--- src/rtl/aabb_pkg.sv ---
// Shared types and constants for the axis-aligned box accumulator/classifier.
// Used by aabb_axis and aabb_accumulate_and_classify; depends on nothing.
package aabb_pkg;

    // Signed Q16.16 coordinate
    localparam int COORD_W = 32;
    typedef logic signed [COORD_W-1:0] coord_t;

    // Command codes carried on the input tuser
    localparam int CMD_W = 3;
    typedef enum logic [CMD_W-1:0] {
        CMD_CLEAR            = 3'd0,
        CMD_EXTEND_POINT     = 3'd1,
        CMD_EXTEND_BOX       = 3'd2,
        CMD_CLASSIFY_POINT   = 3'd3,
        CMD_CLASSIFY_SEGMENT = 3'd4,
        CMD_CLASSIFY_BOX     = 3'd5
    } cmd_t;

    // Relation codes returned for queries
    localparam int REL_W = 2;
    typedef enum logic [REL_W-1:0] {
        REL_NONE     = 2'd0,
        REL_POSSIBLE = 2'd1,
        REL_SOME     = 2'd2,
        REL_ALL      = 2'd3
    } rel_t;

    // Outside codes: two bits per axis, below-low in the even bit
    localparam int OC_W = 6;
    typedef logic [OC_W-1:0] outcode_t;
    localparam outcode_t OC_CROSS_X = 6'h03;
    localparam outcode_t OC_CROSS_Y = 6'h0c;
    localparam outcode_t OC_CROSS_Z = 6'h30;

    // Per-axis compare results of both input points against the stored box
    typedef struct packed {
        logic a_below;   // a < low
        logic a_above;   // high < a
        logic b_below;   // b < low
        logic b_above;   // high < b
    } axis_cmp_t;

endpackage

--- src/rtl/aabb_axis.sv ---
// One axis of the box: compares both input coordinates against the stored
// bounds and forms the grown bounds. Depends on aabb_pkg.
module aabb_axis (
    input  aabb_pkg::coord_t    a,
    input  aabb_pkg::coord_t    b,
    input  aabb_pkg::coord_t    lo,
    input  aabb_pkg::coord_t    hi,
    input  logic                box_empty,
    input  logic                use_point,   // extend by a alone
    output aabb_pkg::axis_cmp_t cmp,
    output aabb_pkg::coord_t    grow_lo,
    output aabb_pkg::coord_t    grow_hi
);

    aabb_pkg::coord_t hi_src;
    logic             hi_src_above;

    // Signed compares, shared by classification and growth
    assign cmp.a_below = (a < lo);
    assign cmp.a_above = (hi < a);
    assign cmp.b_below = (b < lo);
    assign cmp.b_above = (hi < b);

    // Grow: an empty box takes the input exactly, otherwise min/max
    assign hi_src       = use_point ? a : b;
    assign hi_src_above = use_point ? cmp.a_above : cmp.b_above;

    assign grow_lo = (box_empty || cmp.a_below) ? a : lo;
    assign grow_hi = (box_empty || hi_src_above) ? hi_src : hi;

endmodule

--- src/rtl/aabb_accumulate_and_classify.sv ---
// Axis-aligned 3-D box accumulator and classifier, top level.
// Depends on aabb_pkg and aabb_axis.
//
// Holds one box (low corner, high corner, empty flag) in signed Q16.16 and runs
// one command per transaction: clear, extend by point, extend by box, or
// classify a point, segment or box against the stored box. Every transaction
// yields exactly one result carrying the relation and the box after the step.
// Throughput is one transaction per clock while the result side is not stalled;
// an accepted transaction passes through the input register, then the
// compare/min-max stage that writes the box and the result register. The rate
// is set by the box state loop: each command reads the box left by the previous
// one. An empty box answers none to every query; command codes 6 and 7 leave
// the box unchanged and answer none.
module aabb_accumulate_and_classify (
    input  logic         aclk,
    input  logic         aresetn,
    // input transaction
    input  logic         s_axis_tvalid,
    output logic         s_axis_tready,
    input  logic [191:0] s_axis_tdata,  // a_x, a_y, a_z, b_x, b_y, b_z (32 bits each)
    input  logic [2:0]   s_axis_tuser,  // cmd
    // result transaction
    output logic         m_axis_tvalid,
    input  logic         m_axis_tready,
    output logic [199:0] m_axis_tdata   // relation(2), is_empty_now(1), lo_x, lo_y,
                                        // lo_z, hi_x, hi_y, hi_z (32 each), 5 pad zeros
);

    localparam int W = aabb_pkg::COORD_W;

    // Input register
    logic                in_valid_reg;
    aabb_pkg::cmd_t      cmd_reg;
    aabb_pkg::coord_t    a_reg [3];
    aabb_pkg::coord_t    b_reg [3];

    // Box state; also the corner part of the result register
    aabb_pkg::coord_t    lo_reg [3];
    aabb_pkg::coord_t    hi_reg [3];
    logic                empty_reg;
    aabb_pkg::coord_t    lo_next [3];
    aabb_pkg::coord_t    hi_next [3];
    logic                empty_next;

    // Result register
    logic                m_valid_reg;
    aabb_pkg::rel_t      rel_reg;
    aabb_pkg::rel_t      rel_next;

    logic                out_free;
    logic                exec;
    logic                use_point;
    aabb_pkg::axis_cmp_t cmp [3];
    aabb_pkg::coord_t    grow_lo [3];
    aabb_pkg::coord_t    grow_hi [3];

    // Handshake: the result register frees when empty or being taken
    assign out_free      = !m_valid_reg || m_axis_tready;
    assign exec          = in_valid_reg && out_free;
    assign s_axis_tready = !in_valid_reg || out_free;
    assign use_point     = (cmd_reg == aabb_pkg::CMD_EXTEND_POINT);

    // Input register load
    always_ff @(posedge aclk) begin
        if (!aresetn) begin
            in_valid_reg <= 1'b0;
        end else if (s_axis_tready) begin
            in_valid_reg <= s_axis_tvalid;
        end
    end

    always_ff @(posedge aclk) begin
        if (s_axis_tvalid && s_axis_tready) begin
            cmd_reg <= aabb_pkg::cmd_t'(s_axis_tuser);
            for (int i = 0; i < 3; i++) begin
                a_reg[i] <= s_axis_tdata[i*W +: W];
                b_reg[i] <= s_axis_tdata[(i+3)*W +: W];
            end
        end
    end

    // Per-axis compare and grow
    for (genvar g = 0; g < 3; g++) begin : g_axis
        aabb_axis u_axis (
            .a         (a_reg[g]),
            .b         (b_reg[g]),
            .lo        (lo_reg[g]),
            .hi        (hi_reg[g]),
            .box_empty (empty_reg),
            .use_point (use_point),
            .cmp       (cmp[g]),
            .grow_lo   (grow_lo[g]),
            .grow_hi   (grow_hi[g])
        );
    end

    // Classification terms
    aabb_pkg::outcode_t ca, cb, cd;
    logic               point_in, box_inside, box_overlap;
    aabb_pkg::rel_t     seg_rel;

    always_comb begin
        point_in    = 1'b1;
        box_inside  = 1'b1;
        box_overlap = 1'b1;
        ca          = '0;
        cb          = '0;
        for (int i = 0; i < 3; i++) begin
            ca[2*i]   = cmp[i].a_below;
            ca[2*i+1] = cmp[i].a_above && !cmp[i].a_below;
            cb[2*i]   = cmp[i].b_below;
            cb[2*i+1] = cmp[i].b_above && !cmp[i].b_below;
            if (cmp[i].a_below || cmp[i].a_above) point_in = 1'b0;
            if (cmp[i].a_below || cmp[i].b_above) box_inside = 1'b0;
            if (cmp[i].b_below || cmp[i].a_above) box_overlap = 1'b0;
        end
        cd = ca ^ cb;
        // Equal end points fall out as the point answer through the same codes
        if ((ca & cb) != '0) begin
            seg_rel = aabb_pkg::REL_NONE;
        end else if ((ca | cb) == '0) begin
            seg_rel = aabb_pkg::REL_ALL;
        end else if (ca == '0 || cb == '0) begin
            seg_rel = aabb_pkg::REL_SOME;
        end else if (cd == aabb_pkg::OC_CROSS_X || cd == aabb_pkg::OC_CROSS_Y ||
                     cd == aabb_pkg::OC_CROSS_Z) begin
            seg_rel = aabb_pkg::REL_SOME;
        end else begin
            seg_rel = aabb_pkg::REL_POSSIBLE;
        end
    end

    // Command decode: next box state and relation
    always_comb begin
        lo_next    = lo_reg;
        hi_next    = hi_reg;
        empty_next = empty_reg;
        rel_next   = aabb_pkg::REL_NONE;
        unique case (cmd_reg)
            aabb_pkg::CMD_CLEAR: begin
                for (int i = 0; i < 3; i++) begin
                    lo_next[i] = '0;
                    hi_next[i] = '0;
                end
                empty_next = 1'b1;
            end
            aabb_pkg::CMD_EXTEND_POINT, aabb_pkg::CMD_EXTEND_BOX: begin
                lo_next    = grow_lo;
                hi_next    = grow_hi;
                empty_next = 1'b0;
            end
            aabb_pkg::CMD_CLASSIFY_POINT: begin
                if (!empty_reg && point_in) rel_next = aabb_pkg::REL_ALL;
            end
            aabb_pkg::CMD_CLASSIFY_SEGMENT: begin
                if (!empty_reg) rel_next = seg_rel;
            end
            aabb_pkg::CMD_CLASSIFY_BOX: begin
                if (!empty_reg) begin
                    if (box_inside) rel_next = aabb_pkg::REL_ALL;
                    else if (box_overlap) rel_next = aabb_pkg::REL_POSSIBLE;
                end
            end
            default: begin
                rel_next = aabb_pkg::REL_NONE;
            end
        endcase
    end

    // Box state and result register; both load only on a committed transaction, and the valid flag clears once taken
    always_ff @(posedge aclk) begin
        if (!aresetn) begin
            m_valid_reg <= 1'b0;
            empty_reg   <= 1'b1;
            rel_reg     <= aabb_pkg::REL_NONE;
            for (int i = 0; i < 3; i++) begin
                lo_reg[i] <= '0;
                hi_reg[i] <= '0;
            end
        end else begin
            if (exec) begin
                m_valid_reg <= 1'b1;
                empty_reg   <= empty_next;
                rel_reg     <= rel_next;
                lo_reg      <= lo_next;
                hi_reg      <= hi_next;
            end else if (m_axis_tready) begin
                m_valid_reg <= 1'b0;
            end
        end
    end

    // Result packing
    assign m_axis_tvalid = m_valid_reg;
    assign m_axis_tdata  = {5'd0, hi_reg[2], hi_reg[1], hi_reg[0],
                            lo_reg[2], lo_reg[1], lo_reg[0], empty_reg, rel_reg};

endmodule
--- config.mk ---
export PLATFORM = sky130hd
export DESIGN_NAME = aabb_accumulate_and_classify
export DESIGN_NICKNAME = d
export VERILOG_FILES = /design/src/rtl/aabb_pkg.sv /design/src/rtl/aabb_axis.sv /design/src/rtl/aabb_accumulate_and_classify.sv
export SDC_FILE = /design/constraint.sdc
export NUM_CORES = 1
export LEC_CHECK = 0
export ABC_AREA = 1
export BUFFER_PORTS_ARGS = -buffer_cell sky130_fd_sc_hd__buf_2
export CORE_ASPECT_RATIO = 1.75
export CORE_UTILIZATION = 43
export CTS_BUF_LIST = sky130_fd_sc_hd__clkbuf_4 sky130_fd_sc_hd__clkbuf_8
export DETAILED_ROUTE_END_ITERATION = 10
export GPL_TIMING_DRIVEN = 0
export MAX_ROUTING_LAYER = met4
export PLACE_DENSITY = 0.61
export SYNTH_ARGS = -nofsm -noshare
export SYNTH_HDL_FRONTEND = slang
export SYNTH_HIERARCHICAL = 1
export SYNTH_SLANG_ARGS = --single-unit
--- constraint.sdc ---
create_clock -name aclk -period 6.6 [get_ports aclk]
set_input_delay 0.33 -clock aclk [delete_from_list [all_inputs] [get_ports aclk]]
set_output_delay 0.33 -clock aclk [all_outputs]
set_load 0.1 [all_outputs]
==> out/qor.csv, run 1 <==
stage;metric;value;unit
cts;post_cts_buffers;0;
sta;maxSlewHeadroom;24.5;%
placement;dp_hpwl;72000;microns
final_layout;drive_above_1_share;14.8;%
cts;cts.sinks;392;
sta;setup_violations;0;
route;drtIter0Drc;1413;
synthesis;synth_xor_area_share;0;%
synthesis;syn_avg_cell_area;7.66;sq um
final_layout;nNetsFinal;4731;
synthesis;synthCells;3482;
synthesis;synthesis.area;26700;sq um
cts;cts_made_buffers;67;
worst_setup_path;critPathLaunchType;flop;
floorplanning;io_pins;401;
route;ant_nets;0;
route;vias;26100;
sta;tightest_slew;1.13;ns
synthesis;synth-compound-area-share;10.6;%
floorplanning;initial_utilization;43.5;%
worst_hold_path;hold_class;input pin to flop;
floorplanning;rows;120;
sta;finalCritPeriodShare;61.7;%
synthesis;synth_cell_types;36;
sta;drv_slew;0;
route;routedWlPerCell;18.8;microns
route;viasPerCell;5.22;
job;cap_viol_max_count;0;
global_routing;overflow;0;
cts;htreeDepth;3;
pwr;p_per_area;195;nW/um^2
final_layout;largest_reg_flops;192;
pwr;p_total;0.00647;W
pwr;power.leakage;15.8;nW
synthesis;synthMuxAreaShare;0;%
worst_setup_path;arrival;4.67;ns
final_layout;areaGrowthSynthToFinish;24.1;%
global_routing;grt_max_degree;110;
route;drc_errors;0;
placement;dp.cells;4675;
synthesis;yosysSeqAreaShare;36.8;%
synthesis;synth-simple-area-share;25.8;%
worst_setup_path;crit_fanout;10;
synthesis;synth_warnings;6;
worst_setup_path;rrSetupSlack;2.53;ns
cts;tritoncts;yes;
floorplanning;die_area;63000;sq um
cts;clk_path_buf_depth;3;
sta;clock.fmax;0.246;GHz
synthesis;ys_ff_latch;392;
worst_setup_path;end_kind;flop;
pwr;ir_worst_vdd;0.211;mV
cts;clk_pin_slew;0.07;ns
synthesis;synth_fa_ha_area_share;18.0;%
global_routing;grtUsageTotal;30.5;%
outcome;status;finished clean;
sta;rsz0062_at_grt;false;
sta;min_period;4.07;ns
final_layout;fin_area;33100;sq um
worst_setup_path;worstPathRequired;7.20;ns
floorplanning;core;61300;sq um
floorplanning;die-height;331;microns
synthesis;synth_top_family_by_area;simple AND/OR/NAND/NOR gates;
global_routing;grt_pass1_wl;143000;microns
global_routing;grt_pass1_vias;26000;
cts;post_cts_resized;0;
placement;port_buffers;395;
sta;skew;0.0366;ns
floorplanning;dieWidth;190;microns
placement;placed_area;29700;sq um
worst_setup_path;crit_type;flop to flop;
placement;gp_congestion;0.931;
route;drtPass1Iterations;6;
sta;hold_viol;0;
route;drt_wl_total;94200;microns
cts;clk_latency;0.67;ns
cts;cts_root_buf;clkbuf_8;
final_layout;stdcell_count;4998;
global_routing;antenna_found_initial;4;
[path summary, 6_finish.rpt]
path                   to  cells past startpoint           from
max            rel_reg[1]                     23   a_reg[0][95]
min          in_valid_reg                      3  s_axis_tvalid
max reg2reg    rel_reg[1]                     23   a_reg[0][95]
min reg2reg    rel_reg[1]                      2     rel_reg[1]
[cell families after synthesis]
family | Yosys count
buffers and inverters | 554
AOI/OAI and AO/OA | 544
and+or+nand+nor | 1607
DFF | 392
other | 1
adders and majority gates | 384
[placed cells by master, fill, tap and decap left out, types with 5 or more instances in the layout]
| cell | synthesis | routed |
|---|---|---|
| a211oi_1 | 16 | 16 |
| a21oi_1 | 364 | 364 |
| and2_1 | 6 | 6 |
| buf_1 | 9 | 9 |
| buf_2 | 58 | 453 |
| buf_4 | 14 | 14 |
| buf_6 | 20 | 20 |
| clkbuf_1 | 64 | 64 |
| clkbuf_4 | 0 | 13 |
| clkbuf_8 | 0 | 79 |
| clkinv_1 | 0 | 13 |
| clkinv_2 | 0 | 10 |
| conb_1 | 1 | 5 |
| dfxtp_1 | 197 | 197 |
| dlygate4sd3_1 | 0 | 197 |
| edfxtp_1 | 195 | 195 |
| ha_1 | 384 | 384 |
| inv_1 | 385 | 384 |
| nand2_1 | 1175 | 1175 |
| nand3_1 | 56 | 56 |
| nand3_2 | 6 | 6 |
| nand3b_1 | 5 | 5 |
| nand4_1 | 214 | 214 |
| nor2_1 | 106 | 106 |
| nor3_1 | 17 | 16 |
| nor4_1 | 6 | 6 |
| o21a_1 | 9 | 9 |
| o21ai_0 | 139 | 139 |
| o221ai_1 | 6 | 6 |
[Yosys cell counts, drive strengths merged]
library cell / number / share of area, %
nor2: 109 / 1.6
a21o: 3 / 0.084
or4: 1 / 0.028
edfxtp: 195 / 22
clkbuf: 64 / 0.90
nand2: 1175 / 17
conb: 1 / 0.014
o211ai: 3 / 0.084
o21ai: 142 / 2.7
a211oi: 16 / 0.45
inv: 389 / 5.5
a21oi: 364 / 6.8
nand3: 65 / 1.5
o221ai: 6 / 0.20
nor4: 9 / 0.28
buf: 101 / 2.5
nor4b: 3 / 0.099
dfxtp: 197 / 15
nand3b: 5 / 0.14
o21bai: 1 / 0.028
and2: 6 / 0.14
o21a: 9 / 0.25
nor3: 17 / 0.32
nand4: 217 / 5.2
ha: 384 / 18
[worst max-delay path, stage by stage, from the launching register on]
cell and delay, ns:
edfxtp_1 0.51, ha_1 0.36, nand2_1 0.08, nor2_1 0.27, nand3_1 0.11, nor4_1 0.21
nand2_1 0.16, nand4_2 0.25, buf_1 0.45, nand2_1 0.26, nor2_1 0.20, inv_1 0.06
ha_1 0.30, nor2_1 0.15, nand3b_1 0.09, nand2_1 0.09, nor2_1 0.05, nand2_1 0.05
nand2_1 0.04, nand2_1 0.05, nand2_1 0.04, nand2_1 0.05, nand2_1 0.05, a21oi_1 0.12
[power by group]
| group | switching, W | internal [W] |
|---|---|---|
| Combinational | 0.000842 | 0.000413 |
| Sequential | 0.000126 | 0.00267 |
| Clock | 0.00109 | 0.00132 |
[stage by stage]
step / TNS, ns / hold WS (ns) / util (%) / worst slack, ns
finish: 0 / 0.0698 / 54.0 / 2.53
detailed placement: 0 / 0.459 / 48.5 / 2.58
global placement: -68.88 / 0.458 / 48.4 / -0.386
CTS: 0 / 0.00656 / 54.0 / 2.56
global route: 0 / 0.0852 / 54.0 / 2.09
floorplan: 0 / 0.406 / - / 0.479
[layer usage]
layer | vias to the layer above | track usage, % | routed length, microns
met5 | - | - | 0
met4 | 0 | 16.5 | 5090
met3 | 241 | 5.29 | 5500
met2 | 898 | 54.5 | 48400
met1 | 11900 | 31.1 | 35200
li1 | 13100 | - | -
[repair_timing]
action                                  4_1_cts  5_1_grt
endpoints found under the setup margin        0        0
hold buffers                                197        0
endpoints found under the hold margin       198        0
[final cells by class]
type	count	area, sq um
diodes	4	10.0
plain buffers	165	895
clock buffers	92	1180
clock inverters	30	241
fillers	5938	28200
inverters	389	1470
multi-input cells	2540	14500
flip-flops and latches	392	9800
well taps	793	992
repair buffers	593	3980
(Power assumes the default switching activity.)
==> inputs of run 2 (changes only) <==
==> constraint.sdc (replaced) <==
create_clock -name aclk -period 4 [get_ports aclk]
set_input_delay 0.2 -clock aclk [delete_from_list [all_inputs] [get_ports aclk]]
set_output_delay 0.2 -clock aclk [all_outputs]
set_load 0.1 [all_outputs]
==> out/qor.csv, run 2 (synthesized netlist as in run 1, its figures left out) <==
stage;metric;value;unit;change
sta;rsz0062_at_grt;false;;
sta;hold_viol;0;;unchanged
worst_hold_path;worstHoldStart;s_axis_tdata[10];;
worst_setup_path;r2r_start;m_axis_tdata[18];;
floorplanning;core;61300;sq um;unchanged
worst_hold_path;hold_class;input pin to flop;;
floorplanning;dieWidth;190;microns;unchanged
final_layout;final_common_cell;nand2_1;;
final_layout;finish.utilization;54.6;%;+0.54 points
global_routing;antenna_found_initial;10;;+6
floorplanning;die-height;331;microns;unchanged
worst_setup_path;end_kind;flop;;
cts;clk_pin_slew;0.07;ns;about the same
pwr;power.leakage;15.8;nW;+0.58%
sta;min_period;3.70;ns;-0.372 ns
global_routing;overflow;0;;unchanged
cts;tritoncts;yes;;
floorplanning;die_area;63000;sq um;unchanged
sta;skew;0.0356;ns;-0.000963 ns
cts;cts_made_buffers;67;;unchanged
pwr;p_per_area;323;nW/um^2;+65%
route;drtIter0Drc;1388;;-1.8%
route;drt_wl_total;93500;microns;-0.72%
pwr;ir_worst_vdd;0.326;mV;+55%
cts;cts.sinks;392;;unchanged
route;routedWlPerCell;18.7;microns;-1.0%
worst_setup_path;worstPathRequired;4.60;ns;-2.60 ns
route;drtPass1Iterations;6;;unchanged
worst_setup_path;crit_fanout;4;;-6
placement;port_buffers;395;;unchanged
floorplanning;io_pins;401;;unchanged
worst_setup_path;crit_type;flop to flop;;
placement;dp.cells;4680;;+0.11%
sta;clock.fmax;0.270;GHz;+10%
cts;clk_path_buf_depth;3;;unchanged
worst_setup_path;rrSetupSlack;0.30;ns;-2.23 ns
worst_setup_path;critPathLaunchType;flop;;
route;viasPerCell;5.18;;-0.68%
final_layout;stdcell_count;5013;;+0.30%
final_layout;largest_reg_flops;192;;unchanged
global_routing;grt_pass1_vias;25800;;-0.74%
cts;htreeDepth;3;;unchanged
final_layout;fin_area;33400;sq um;+1.0%
worst_setup_path;arrival;4.30;ns;-0.37 ns
outcome;status;finished clean;;
final_layout;nNetsFinal;4741;;+0.21%
final_layout;drive_above_1_share;15.6;%;+0.82 points
worst_setup_path;setup.worst_path.start;m_axis_tdata[18];;
final_layout;layout_common_cells;nand2_1 (1167), buf_2 (450), inv_1 (384), ha_1 (384), a21oi_1 (364);;
placement;place_ws;-0.0136;ns;-2.60 ns
floorplanning;rows;120;;unchanged
job;cap_viol_max_count;0;;unchanged
placement;dp_hpwl;72100;microns;+0.16%
global_routing;grt_max_degree;46;;-58%
sta;setup_violations;0;;unchanged
placement;gp_congestion;0.930;;about the same
sta;tns;0;ns;unchanged
global_routing;grt_pass1_wl;143000;microns;-0.22%
cts;clk_latency;0.68;ns;about the same
final_layout;areaGrowthSynthToFinish;25.4;%;
sta;tightest_slew;0.996;ns;-0.137 ns
sta;finalCritPeriodShare;92.5;%;+31 points
sta;maxSlewHeadroom;33.6;%;+9.1 points
global_routing;grtUsageTotal;30.3;%;-0.15 points
cts;cts_root_buf;clkbuf_8;;
route;drc_errors;0;;unchanged
route;ant_nets;0;;unchanged
floorplanning;initial_utilization;43.5;%;unchanged
sta;setup_ws;0.300;ns;-2.23 ns
sta;drv_slew;0;;unchanged
route;vias;26000;;-0.38%
placement;placed_area;29800;sq um;+0.35%
## run 2: cell count changes in the layout (fill, tap and decap cells not counted), moves of 4 or more
cell,change
buf_4,+7
nand2_1,-8
buf_12,+5
clkinv_2,+5
clkinv_1,-5
nand2_2,+4
diode_2,+5
nand2_4,+4
## run 2: power breakdown
| group | switching, W | internal [W] |
|---|---|---|
| logic | 0.00140 | 0.000704 |
| registers | 0.000201 | 0.00440 |
| clock network | 0.00182 | 0.00227 |
| total | 0.00342 | 0.00738 |
## run 2: final timing paths
kind / endpoint / cells past startpoint
worst min-delay path: a_reg[0][10] / 2
worst max-delay path: rel_reg[1] / 23
worst max register to register: rel_reg[1] / 23
worst min register to register: rel_reg[1] / 2
## run 2: timing repair
action | in CTS | in global routing
hold endpoints to repair | 198 | 0
hold buffers | 200 | 0
endpoints found under the setup margin | 2 | 2
resized for setup | 2 | 29
pin swaps | 0 | 3
setup buffers | 0 | 5
## run 2: cell type report
class                   count  area (sq um)
diodes                      9          22.5
plain buffers             162           891
clock buffers              89          1150
clock inverters            33           317
fillers                  5891         27800
inverters                 389          1460
multi-input cells        2540         14700
flip-flops and latches    392          9800
well taps                 793           992
repair buffers            606          4130
## run 2: layer usage
layer	vias to the layer above	global-route usage (%)	share of wire, %
met5	-	-	0
met4	0	15.7	5.2
met3	223	5.47	6.1
met2	809	54.0	51
met1	11900	31.3	37
li1	13100	-	-
## run 2: critical path, cell delays in order (launching register included)
cell     delay [ns]
dfxtp_1        0.40
inv_1          0.08
ha_1           0.32
nand2_1        0.10
nor4_1         0.51
o21ai_1        0.29
nand3_1        0.20
nand2_1        0.09
nand3_1        0.10
nand2_1        0.18
nor2_1         0.21
inv_1          0.06
ha_1           0.28
nor2_1         0.15
nand3_1        0.09
nand3_1        0.11
nor2_1         0.05
nand2_1        0.05
nand2_1        0.04
nand2_1        0.05
nand2_1        0.04
nand2_1        0.05
nand2_1        0.05
a21oi_1        0.12
## run 2: metrics by stage
| step | hold WS (ns) | total power [W] |
|---|---|---|
| 3_3_place_gp | 0.377 | 0.00659 |
| 3_5_place_dp | 0.378 | 0.00661 |
| 2_1_floorplan | 0.276 | 0.00599 |
| 6_report | 0.232 | 0.0108 |
| 4_1_cts | 0.171 | 0.0109 |
| 5_1_grt | 0.214 | 0.0113 |
